--- src/design/rpy_pkg.sv ---
// ----------------------------------------------------------------------------
// rpy_pkg
// shared types and constants for the rgb pair to yuyv converter
// ----------------------------------------------------------------------------
package rpy_pkg;

    localparam int LANES = 2;

    localparam int COEF_Y_R = 66;
    localparam int COEF_Y_G = 129;
    localparam int COEF_Y_B = 25;
    localparam int COEF_U_R = 38;
    localparam int COEF_U_G = 74;
    localparam int COEF_U_B = 112;
    localparam int COEF_V_R = 112;
    localparam int COEF_V_G = 94;
    localparam int COEF_V_B = 18;
    localparam int ROUND_BIAS = 128;
    localparam int LUMA_OFFSET = 16;
    localparam int CHROMA_OFFSET = 128;
    localparam int PIX_MAX = 255;

    typedef logic [7:0] pix8_t;

    typedef struct packed {
        pix8_t red;
        pix8_t green;
        pix8_t blue;
    } pixel_t;

    typedef struct packed {
        pix8_t             luma_term;
        logic signed [7:0] u_term;
        logic signed [7:0] v_term;
    } lane_result_t;

    typedef struct packed {
        pix8_t luma_first;
        pix8_t chroma_blue;
        pix8_t luma_second;
        pix8_t chroma_red;
    } yuyv_t;

endpackage

--- src/design/rpy_if.sv ---
// ----------------------------------------------------------------------------
// rpy interfaces
// valid/ready channels for rgb pixel pairs and yuyv groups
// ----------------------------------------------------------------------------
interface rpy_pair_if;
    logic                 valid;
    logic                 ready;
    rpy_pkg::pix8_t       red_first;
    rpy_pkg::pix8_t       green_first;
    rpy_pkg::pix8_t       blue_first;
    rpy_pkg::pix8_t       red_second;
    rpy_pkg::pix8_t       green_second;
    rpy_pkg::pix8_t       blue_second;

    modport source (
        output valid, red_first, green_first, blue_first,
               red_second, green_second, blue_second,
        input  ready
    );
    modport sink (
        input  valid, red_first, green_first, blue_first,
               red_second, green_second, blue_second,
        output ready
    );
endinterface

interface rpy_group_if;
    logic                 valid;
    logic                 ready;
    rpy_pkg::pix8_t       luma_first;
    rpy_pkg::pix8_t       chroma_blue;
    rpy_pkg::pix8_t       luma_second;
    rpy_pkg::pix8_t       chroma_red;

    modport source (
        output valid, luma_first, chroma_blue, luma_second, chroma_red,
        input  ready
    );
    modport sink (
        input  valid, luma_first, chroma_blue, luma_second, chroma_red,
        output ready
    );
endinterface

--- src/design/rgb_pair_to_yuyv.sv ---
// ----------------------------------------------------------------------------
// rgb_pair_to_yuyv
// converts a pair of adjacent rgb pixels to one yuyv 4:2:2 group
// ----------------------------------------------------------------------------
// One pixel pair is accepted every clock unless intake is stalled; its
// yuyv group passes two registers: the first holds each pixel's luma, u and v
// terms from two parallel lanes, the second holds the merged, averaged and
// clipped group. Both stages advance independently, so a stalled output only
// stops intake once both stages are full.
module rgb_pair_to_yuyv (
    input  logic      clk,
    input  logic      rst_n,
    rpy_pair_if.sink  pair,
    rpy_group_if.source yuyv
);

    rpy_pkg::pixel_t       lane_pixel [rpy_pkg::LANES];
    rpy_pkg::lane_result_t lane_result [rpy_pkg::LANES];
    rpy_pkg::yuyv_t        group;
    logic                  s1_valid_reg;
    logic                  s1_valid_next;
    logic                  out_valid_reg;
    logic                  out_valid_next;
    logic                  s1_en;
    logic                  out_en;

    assign lane_pixel[0] = '{red: pair.red_first, green: pair.green_first,
                             blue: pair.blue_first};
    assign lane_pixel[1] = '{red: pair.red_second, green: pair.green_second,
                             blue: pair.blue_second};

    assign out_en = !out_valid_reg || yuyv.ready;
    assign s1_en  = !s1_valid_reg || out_en;

    assign s1_valid_next  = s1_en ? pair.valid : s1_valid_reg;
    assign out_valid_next = out_en ? s1_valid_reg : out_valid_reg;

    always_ff @(posedge clk or negedge rst_n)
    begin
        if (!rst_n)
        begin
            s1_valid_reg  <= 1'b0;
            out_valid_reg <= 1'b0;
        end
        else
        begin
            s1_valid_reg  <= s1_valid_next;
            out_valid_reg <= out_valid_next;
        end
    end

    for (genvar i = 0; i < rpy_pkg::LANES; i++)
    begin : g_lane
        rpy_lane u_lane (
            .clk    (clk),
            .en     (s1_en),
            .pixel  (lane_pixel[i]),
            .result (lane_result[i])
        );
    end

    rpy_merge u_merge (
        .clk    (clk),
        .en     (out_en && s1_valid_reg),
        .lane_a (lane_result[0]),
        .lane_b (lane_result[1]),
        .group  (group)
    );

    assign pair.ready       = s1_en;
    assign yuyv.valid       = out_valid_reg;
    assign yuyv.luma_first  = group.luma_first;
    assign yuyv.chroma_blue = group.chroma_blue;
    assign yuyv.luma_second = group.luma_second;
    assign yuyv.chroma_red  = group.chroma_red;

    // an accepted transaction lands in the lane stage
    assert property (@(posedge clk) disable iff (!rst_n)
        (pair.valid && pair.ready) |=> s1_valid_reg)
        else $error("accepted transaction lost at lane stage");

    // intake stops only with both stages full and the output stalled
    assert property (@(posedge clk) disable iff (!rst_n)
        !pair.ready |-> (s1_valid_reg && out_valid_reg && !yuyv.ready))
        else $error("intake stalled without back pressure");

    // luma stays in studio range
    assert property (@(posedge clk) disable iff (!rst_n)
        yuyv.valid |-> (yuyv.luma_first >= 8'd16 && yuyv.luma_first <= 8'd235
                        && yuyv.luma_second >= 8'd16 && yuyv.luma_second <= 8'd235))
        else $error("luma out of studio range");

    // averaged chroma stays within offset plus or minus 112
    assert property (@(posedge clk) disable iff (!rst_n)
        yuyv.valid |-> (yuyv.chroma_blue >= 8'd16 && yuyv.chroma_blue <= 8'd240
                        && yuyv.chroma_red >= 8'd16 && yuyv.chroma_red <= 8'd240))
        else $error("chroma out of range");

endmodule

--- src/design/rpy_lane.sv ---
// ----------------------------------------------------------------------------
// rpy_lane
// per-pixel core: registered luma, u and v terms of one rgb pixel
// ----------------------------------------------------------------------------
module rpy_lane (
    input  logic                  clk,
    input  logic                  en,
    input  rpy_pkg::pixel_t       pixel,
    output rpy_pkg::lane_result_t result
);

    logic [15:0]           r16;
    logic [15:0]           g16;
    logic [15:0]           b16;
    logic [15:0]           y_sum;
    logic [15:0]           u_sum;
    logic [15:0]           v_sum;
    rpy_pkg::lane_result_t result_reg;
    rpy_pkg::lane_result_t result_next;

    assign r16 = {8'd0, pixel.red};
    assign g16 = {8'd0, pixel.green};
    assign b16 = {8'd0, pixel.blue};

    // sums fit 16 bits, signed for u and v
    assign y_sum = 16'(rpy_pkg::COEF_Y_R * r16) + 16'(rpy_pkg::COEF_Y_G * g16)
                 + 16'(rpy_pkg::COEF_Y_B * b16) + 16'(rpy_pkg::ROUND_BIAS);
    assign u_sum = 16'(rpy_pkg::COEF_U_B * b16) - 16'(rpy_pkg::COEF_U_R * r16)
                 - 16'(rpy_pkg::COEF_U_G * g16) + 16'(rpy_pkg::ROUND_BIAS);
    assign v_sum = 16'(rpy_pkg::COEF_V_R * r16) - 16'(rpy_pkg::COEF_V_G * g16)
                 - 16'(rpy_pkg::COEF_V_B * b16) + 16'(rpy_pkg::ROUND_BIAS);

    // floor shift by 8 is the upper byte
    always_comb
    begin
        result_next.luma_term = y_sum[15:8];
        result_next.u_term    = $signed(u_sum[15:8]);
        result_next.v_term    = $signed(v_sum[15:8]);
    end

    always_ff @(posedge clk)
    begin
        if (en)
        begin
            result_reg <= result_next;
        end
    end

    assign result = result_reg;

endmodule

--- src/design/rpy_merge.sv ---
// ----------------------------------------------------------------------------
// rpy_merge
// combines the lane terms: luma offset, chroma averaging, clipping
// ----------------------------------------------------------------------------
module rpy_merge (
    input  logic                  clk,
    input  logic                  en,
    input  rpy_pkg::lane_result_t lane_a,
    input  rpy_pkg::lane_result_t lane_b,
    output rpy_pkg::yuyv_t        group
);

    logic signed [8:0] u_pair;
    logic signed [8:0] v_pair;
    logic signed [9:0] u_val;
    logic signed [9:0] v_val;
    rpy_pkg::yuyv_t    group_reg;
    rpy_pkg::yuyv_t    group_next;

    function automatic rpy_pkg::pix8_t clip8(input logic signed [9:0] v);
        rpy_pkg::pix8_t res;
        if (v < 0)
        begin
            res = 8'd0;
        end
        else if (v > 10'(rpy_pkg::PIX_MAX))
        begin
            res = 8'(rpy_pkg::PIX_MAX);
        end
        else
        begin
            res = v[7:0];
        end
        return res;
    endfunction

    // halving truncates toward zero
    function automatic logic signed [9:0] half_offset(input logic signed [8:0] s);
        logic signed [9:0] adj;
        adj = 10'(s) + {9'd0, s[8]};
        return (adj >>> 1) + 10'(rpy_pkg::CHROMA_OFFSET);
    endfunction

    assign u_pair = 9'(lane_a.u_term) + 9'(lane_b.u_term);
    assign v_pair = 9'(lane_a.v_term) + 9'(lane_b.v_term);
    assign u_val  = half_offset(u_pair);
    assign v_val  = half_offset(v_pair);

    always_comb
    begin
        group_next.luma_first  = clip8($signed({2'b00, lane_a.luma_term})
                                       + 10'(rpy_pkg::LUMA_OFFSET));
        group_next.luma_second = clip8($signed({2'b00, lane_b.luma_term})
                                       + 10'(rpy_pkg::LUMA_OFFSET));
        group_next.chroma_blue = clip8(u_val);
        group_next.chroma_red  = clip8(v_val);
    end

    always_ff @(posedge clk)
    begin
        if (en)
        begin
            group_reg <= group_next;
        end
    end

    assign group = group_reg;

endmodule
--- src/flat_wrapper.sv ---
// flat-port wrapper written by rule: the top's interface ports become plain ports
module rgb_pair_to_yuyv_flat 
  (clk, rst_n, pair_valid, pair_red_first, pair_green_first, pair_blue_first, pair_red_second, pair_green_second, pair_blue_second, pair_ready, yuyv_valid, yuyv_luma_first, yuyv_chroma_blue, yuyv_luma_second, yuyv_chroma_red, yuyv_ready);
  rpy_pair_if pair_i ();
  rpy_group_if yuyv_i ();
  input  logic clk;
  input  logic rst_n;
  input wire logic [$bits(pair_i.valid)-1:0] pair_valid;
  input wire logic [$bits(pair_i.red_first)-1:0] pair_red_first;
  input wire logic [$bits(pair_i.green_first)-1:0] pair_green_first;
  input wire logic [$bits(pair_i.blue_first)-1:0] pair_blue_first;
  input wire logic [$bits(pair_i.red_second)-1:0] pair_red_second;
  input wire logic [$bits(pair_i.green_second)-1:0] pair_green_second;
  input wire logic [$bits(pair_i.blue_second)-1:0] pair_blue_second;
  output wire logic [$bits(pair_i.ready)-1:0] pair_ready;
  output wire logic [$bits(yuyv_i.valid)-1:0] yuyv_valid;
  output wire logic [$bits(yuyv_i.luma_first)-1:0] yuyv_luma_first;
  output wire logic [$bits(yuyv_i.chroma_blue)-1:0] yuyv_chroma_blue;
  output wire logic [$bits(yuyv_i.luma_second)-1:0] yuyv_luma_second;
  output wire logic [$bits(yuyv_i.chroma_red)-1:0] yuyv_chroma_red;
  input wire logic [$bits(yuyv_i.ready)-1:0] yuyv_ready;
  assign pair_i.valid = pair_valid;
  assign pair_i.red_first = pair_red_first;
  assign pair_i.green_first = pair_green_first;
  assign pair_i.blue_first = pair_blue_first;
  assign pair_i.red_second = pair_red_second;
  assign pair_i.green_second = pair_green_second;
  assign pair_i.blue_second = pair_blue_second;
  assign pair_ready = pair_i.ready;
  assign yuyv_valid = yuyv_i.valid;
  assign yuyv_luma_first = yuyv_i.luma_first;
  assign yuyv_chroma_blue = yuyv_i.chroma_blue;
  assign yuyv_luma_second = yuyv_i.luma_second;
  assign yuyv_chroma_red = yuyv_i.chroma_red;
  assign yuyv_i.ready = yuyv_ready;
  rgb_pair_to_yuyv u_core (.clk(clk), .rst_n(rst_n), .pair(pair_i), .yuyv(yuyv_i));
endmodule
--- config.mk ---
export PLATFORM = sky130hd
export DESIGN_NAME = rgb_pair_to_yuyv_flat
export DESIGN_NICKNAME = d
export VERILOG_FILES = /design/src/design/rpy_pkg.sv /design/src/design/rpy_if.sv /design/src/design/rgb_pair_to_yuyv.sv /design/src/design/rpy_lane.sv /design/src/design/rpy_merge.sv /design/src/flat_wrapper.sv
export SDC_FILE = /design/constraint.sdc
export NUM_CORES = 1
export LEC_CHECK = 0
export ABC_AREA = 1
export BUFFER_PORTS_ARGS = -buffer_cell sky130_fd_sc_hd__clkbuf_2
export CAP_MARGIN = 20
export CELL_PAD_IN_SITES_DETAIL_PLACEMENT = 0
export CELL_PAD_IN_SITES_GLOBAL_PLACEMENT = 2
export CORE_MARGIN = 2
export CORE_UTILIZATION = 25
export DETAILED_ROUTE_END_ITERATION = 8
export PLACE_DENSITY_LB_ADDON = 0.1
export REMOVE_ABC_BUFFERS = 1
export SLEW_MARGIN = 30
export SYNTH_ARGS = -nofsm -noshare
export SYNTH_HDL_FRONTEND = slang
export SYNTH_SLANG_ARGS = --single-unit
export TNS_END_PERCENT = 10
--- constraint.sdc ---
create_clock -name clk -period 8.7 [get_ports clk]
set_input_delay 0.87 -clock clk [delete_from_list [all_inputs] [get_ports clk]]
set_output_delay 0.87 -clock clk [all_outputs]
set_load 0.03 [all_outputs]
Yosys cells after proc, flatten, opt, wreduce, memory -nomap -nowiden:

Index checks and enable logic that the tools add are counted.

* flip-flop bits (word level): 82
* input bits: 52
* word-level logic and storage cells: 73

* add/subtract/negate cells: 26
* $mul: 18
* $lt $le $gt $ge: 8
* mux-type cells: 4
* reductions and logical operators: 5

Operators by type and width (count)
* 16-bit by 8-bit adder with 16-bit output, second input constant: 6
* 6-bit by 8-bit multiplier with 14-bit output, first input constant: 6
* 5-bit by 8-bit multiplier with 13-bit output, first input constant: 4
* 3-bit by 8-bit multiplier with 11-bit output, first input constant: 4
* 16-bit by 13-bit adder with 16-bit output: 2
* 16-bit adder: 2
* 8-bit by 8-bit multiplier with 16-bit output, first input constant: 2
* 8-bit two-way mux: 4
* 15-bit by 14-bit subtractor with 16-bit output: 2
* 15-bit by 15-bit subtractor with 16-bit output: 2
* 16-bit by 13-bit subtractor with 16-bit output: 2
* 16-bit by 15-bit subtractor with 16-bit output: 2
* 4-bit by 8-bit multiplier with 12-bit output, first input constant: 2
* 9-bit by 2-bit adder with 10-bit output: 2
* 9-bit by 9-bit adder with 10-bit output, second input constant: 2
* 10-bit by 9-bit > comparator with 1-bit output, second input constant: 2
* 10-bit by 1-bit < comparator with 1-bit output, second input constant: 2
* 8-bit by 5-bit adder with 9-bit output, second input constant: 2
* 8-bit by 8-bit adder with 9-bit output: 2
* 9-bit by 8-bit > comparator with 1-bit output, second input constant: 2
* 9-bit by 1-bit < comparator with 1-bit output, second input constant: 2
* 1-bit logical NOT: 2
* 1-bit logical OR: 2
* 1-bit logical AND: 1

Longest topological paths before layout:

* word-level depth: 5
* depth in mapped cells: 27

Hierarchy:

A second synthesis with hierarchy kept.

* cells, all modules: 2518
* area total of the unflattened synthesis: 20050.5 um^2

Modules (own cells, without submodules)
* rpy_lane at u_core.g_lane[0].u_lane: times used 1, cells each 1084, area each 8677.1 um^2
* rpy_lane at u_core.g_lane[1].u_lane: times used 1, cells each 1078, area each 8650.8 um^2
* rpy_merge: times used 1, cells each 346, area each 2635.0 um^2
* rgb_pair_to_yuyv: times used 1, cells each 10, area each 87.6 um^2

Worst setup path before layout:

No wires, ideal clock.

* path type: input -> register
* start point: input port pair_green_second[5]
* end point: register u_core.g_lane[1].u_lane.result_reg, in the netlist u_core.g_lane[1].u_lane.result[7] (data pin)
* data arrival time: 5.582 ns
* required time: 8.448 ns
* slack: 2.866 ns
* stages on the path: 25
* buffers on the path: 0
* cells stage by stage: inv_1 > fa_1 > inv_1 > fa_1 > inv_1 > fa_1 > inv_1 > ha_1 > nand2_1 > o21ai_0 > a21oi_1 > o21ai_0 > a21oi_1 > xor2_1 > fa_1 > inv_1 > ha_1 > ha_1 > a21o_1 > a21oi_1 > nor2_1 > a211oi_1 > nand2_1 > nand2_1 > nand2_1

* cells in the longest elaborated chain, start to end: 4

RTL lines
* start: declaration: line flat_wrapper.sv:13 `input wire logic [$bits(pair_i.green_second)-1:0] pair_green_second;`
* 6-bit by 8-bit multiplier with 14-bit output: line rpy_lane.sv:30 `assign v_sum = 16'(rpy_pkg::COEF_V_R * r16) - 16'(rpy_pkg::COEF_V_G * g16)`
* 15-bit by 15-bit subtractor with 16-bit output: line rpy_lane.sv:30
* 16-bit by 13-bit subtractor with 16-bit output: line rpy_lane.sv:31 `- 16'(rpy_pkg::COEF_V_B * b16) + 16'(rpy_pkg::ROUND_BIAS);`
* 16-bit by 8-bit adder with 16-bit output: line rpy_lane.sv:31
* net u_core.g_lane[1].u_lane.v_sum[15]: line rpy_lane.sv:17 `logic [15:0] v_sum;`
* end signal: assignment: line rpy_lane.sv:45 `result_reg <= result_next;`
* end: declaration: line rpy_lane.sv:18 `rpy_pkg::lane_result_t result_reg;`

The timed path passes the listed nets, and every way through them passes these cells.
A chain may end at the register's enable or synchronous reset.

Worst setup path in the final report:

* start point: input port pair_green_second[7]
* end point: register u_core.g_lane[1].u_lane.result_reg, in the netlist u_core.g_lane[1].u_lane.result[7] (data pin)

Same word-level chain as after synthesis.

==> results.yml <==
run_status:
  status: "completed"
die:
  initial_core_util: 0.252
  core_area_sq_mm: 0.0759
  die_x_um: 281
  die_h_um: 281
  num_io_pins: 86
  rows: 101
  dieArea_sq_mm: 0.0788
detailed_routing:
  wl_per_cell_um: 15.9
  drtIter0Drc: 507
  ant_nets: 0
  vias: 14204
  drtPass1Iterations: 4
  vias_per_cell: 4.21
  drcViolationCount: 0
  wirelength_um: 53500
global_route:
  grt-ovfl-total: 0
  grtUsageTotal: 0.142
  grt_pass1_wl_um: 85700
  grt_pass1_vias: 15055
  grt_max_degree: 51
  antenna_found_initial: 0
sta:
  hold_viol: 0
  period_needed_ns: 6.15
  slew_headroom: 0.508
  setup_viol: 0
  fmax_ghz: 0.163
  slew_violations: 0
  worst_slew_pin_slew_ns: 0.739
  layout_setup_ws_ns: 2.55
  min_period_over_period: 0.707
  finalSetupTns_ns: 0
  clock_skew_ns: 0.0127
  grt_setup_unrepaired: "false"
clock_network:
  clk_pin_slew_ns: 0.07
  cts-resized-gates: 0
  postCtsSetupBuffers: 0
  cts_num_sinks: 82
  root_buffer: "clkbuf_16"
  cts_hold_buf: 0
  cts_buffer_depth: 2
  cts_tree: "done"
  cts_buffers: 9
  worstSkewPairLatency_ns: 0.37
  htreeDepth: 3
synthesis:
  ys_seq_area_frac: 0.128
  ys_async_sr_fraction: 0.0244
  synth_seq_cells: 82
  synth_area_leaders: "ha_1, fa_1, edfxtp_1"
  synth_top_area_share: 0.309
  synth-edff-count: 80
  yosys.area.top_type: "ha_1"
  avgSynthCellArea_sq_um: 8.54
  syn_inst: 2244
  yosysWarningCount: 0
  syn_area_sq_mm: 0.0192
  synth_ff_type: "edfxtp_1"
  netlist-cell-type-count: 40
job:
  maxCapViolCount: 0
placed_design:
  hpwl_um: 46600
  io_buffers: 85
  dp_slack_ns: 2.19
  gp_congestion: 0.765
layout:
  final_cell_mix: "inv_1, ha_1, nand2_1"
  final_common_cell: "inv_1"
  diodes: 0
  syn_to_final_growth_pct: 10.5
  drive_gt1_frac: 0.0521
  fin_nets: 3040
  largest_reg_flops: 48
  nFillCells: 8249
worst_setup_path:
  critical_path_class: "in2reg"
  crit_arrival_ns: 6.28
  cp-start-kind: "input pin"
  critPathMaxFanout: 10
  endpoint_kind: "flop"
  cp_data_required_time_ns: 8.83
min_path:
  hold_path_class: "in2async"
==> worst max-delay path, cell delays in order <==
cell	delay, ns
clkbuf_2	0.28
inv_1	0.17
fa_1	0.52
inv_1	0.05
fa_1	0.48
inv_1	0.06
fa_1	0.53
inv_1	0.04
ha_1	0.34
nand2_1	0.10
o21ai_0	0.11
a21oi_1	0.26
o21ai_0	0.12
a21oi_1	0.17
xor2_1	0.11
fa_1	0.54
inv_1	0.04
ha_1	0.29
ha_1	0.36
a21o_1	0.20
a21oi_1	0.13
nor2_1	0.05
a211oi_1	0.24
nand2_1	0.10
nand2_1	0.06
nand2_1	0.04
==> per-stage QoR <==
stage,util,hold WS [ns],instance area (sq um),std cells
3_5_place_dp,0.275,0.520,20900,3358
2_1_floorplan,-,0.447,19100,2241
3_3_place_gp,0.275,0.518,20900,3358
5_1_grt,0.279,0.260,21200,3373
6_report,0.279,0.287,21200,3373
4_1_cts,0.279,0.258,21200,3373
==> layout make-up <==
| cell class | count | area [sq um] | area share |
|---|---|---|---|
| Clock buffer | 9 | 225 | 0.0106 |
| Sequential cell | 82 | 2450 | 0.116 |
| Multi-Input combinational cell | 1629 | 14700 | 0.695 |
| Inverter | 530 | 1990 | 0.0939 |
| Tap cell | 1030 | 1290 | 0.0609 |
| Timing Repair Buffer | 87 | 440 | 0.0208 |
| Clock inverter | 6 | 65.1 | 0.00307 |
==> synth_stat cells (2+ instances only) <==
cell	count
or2_2	2
o21bai_1	23
a21boi_0	2
and2_1	4
nor2_1	87
nor2_4	2
a31oi_1	7
o21ai_0	47
o211ai_1	10
nand3b_1	10
a21oi_2	2
nor4_1	4
nand3_2	3
nand3_1	84
a21oi_1	170
o22ai_1	3
nor2_2	2
o31ai_1	3
nor3_1	14
a211oi_1	4
nand4_1	15
clkbuf_1	2
o2111ai_1	5
o311ai_0	2
edfxtp_1	80
fa_1	176
dfrtp_1	2
a21o_1	14
nand2_1	310
xnor2_1	42
ha_1	473
nand2_2	4
xor2_1	100
inv_1	530
==> per-layer routing <==
layer  vias to the layer above  wire, um  track usage  share of wire
met5                         -         0            0              0
met4                         0       442       0.0207         0.0083
met3                        20       655       0.0118          0.012
met2                        75     24500        0.236           0.46
met1                      6648     27900        0.203           0.52
li1                       7461         -            -              -
==> final timing paths <==
kind	slack (ns)	from	cells past startpoint	end
max	2.55	pair_green_second[7]	26	u_core.g_lane[1].u_lane.result[7]$_DFFE_PP_
min in group clk	0.52	u_core.g_lane[0].u_lane.result[17]$_DFFE_PP_	2	u_core.u_merge.group[25]$_SDFFCE_PN1P_
min	0.29	rst_n	1	u_core.yuyv.valid$_DFFE_PN0N_
max in group asynchronous	8.31	rst_n	1	u_core.s1_valid_reg$_DFFE_PN0P_
min reg2reg	0.52	u_core.g_lane[0].u_lane.result[17]$_DFFE_PP_	2	u_core.u_merge.group[25]$_SDFFCE_PN1P_
max reg2reg	4.96	u_core.g_lane[0].u_lane.result[0]$_DFFE_PP_	22	u_core.u_merge.group[2]$_SDFFCE_PP0P_
==> cells by family (layout without fill, tap and decap cells) <==
group                      count (synthesis)  in the layout  synth area share
buffers and inverters                    533            632             0.105
xor gates and xnor gates                 143            143            0.0664
and+or+nand+nor                          544            544             0.122
AOI/OAI and AO/OA                        293            293            0.0865
DFF                                       82             82             0.128
adders and majority gates                649            649             0.493
Power is left out: the tool's default activity adds up to more than one toggle a clock period on the data nets, which glitch-free logic cannot reach.
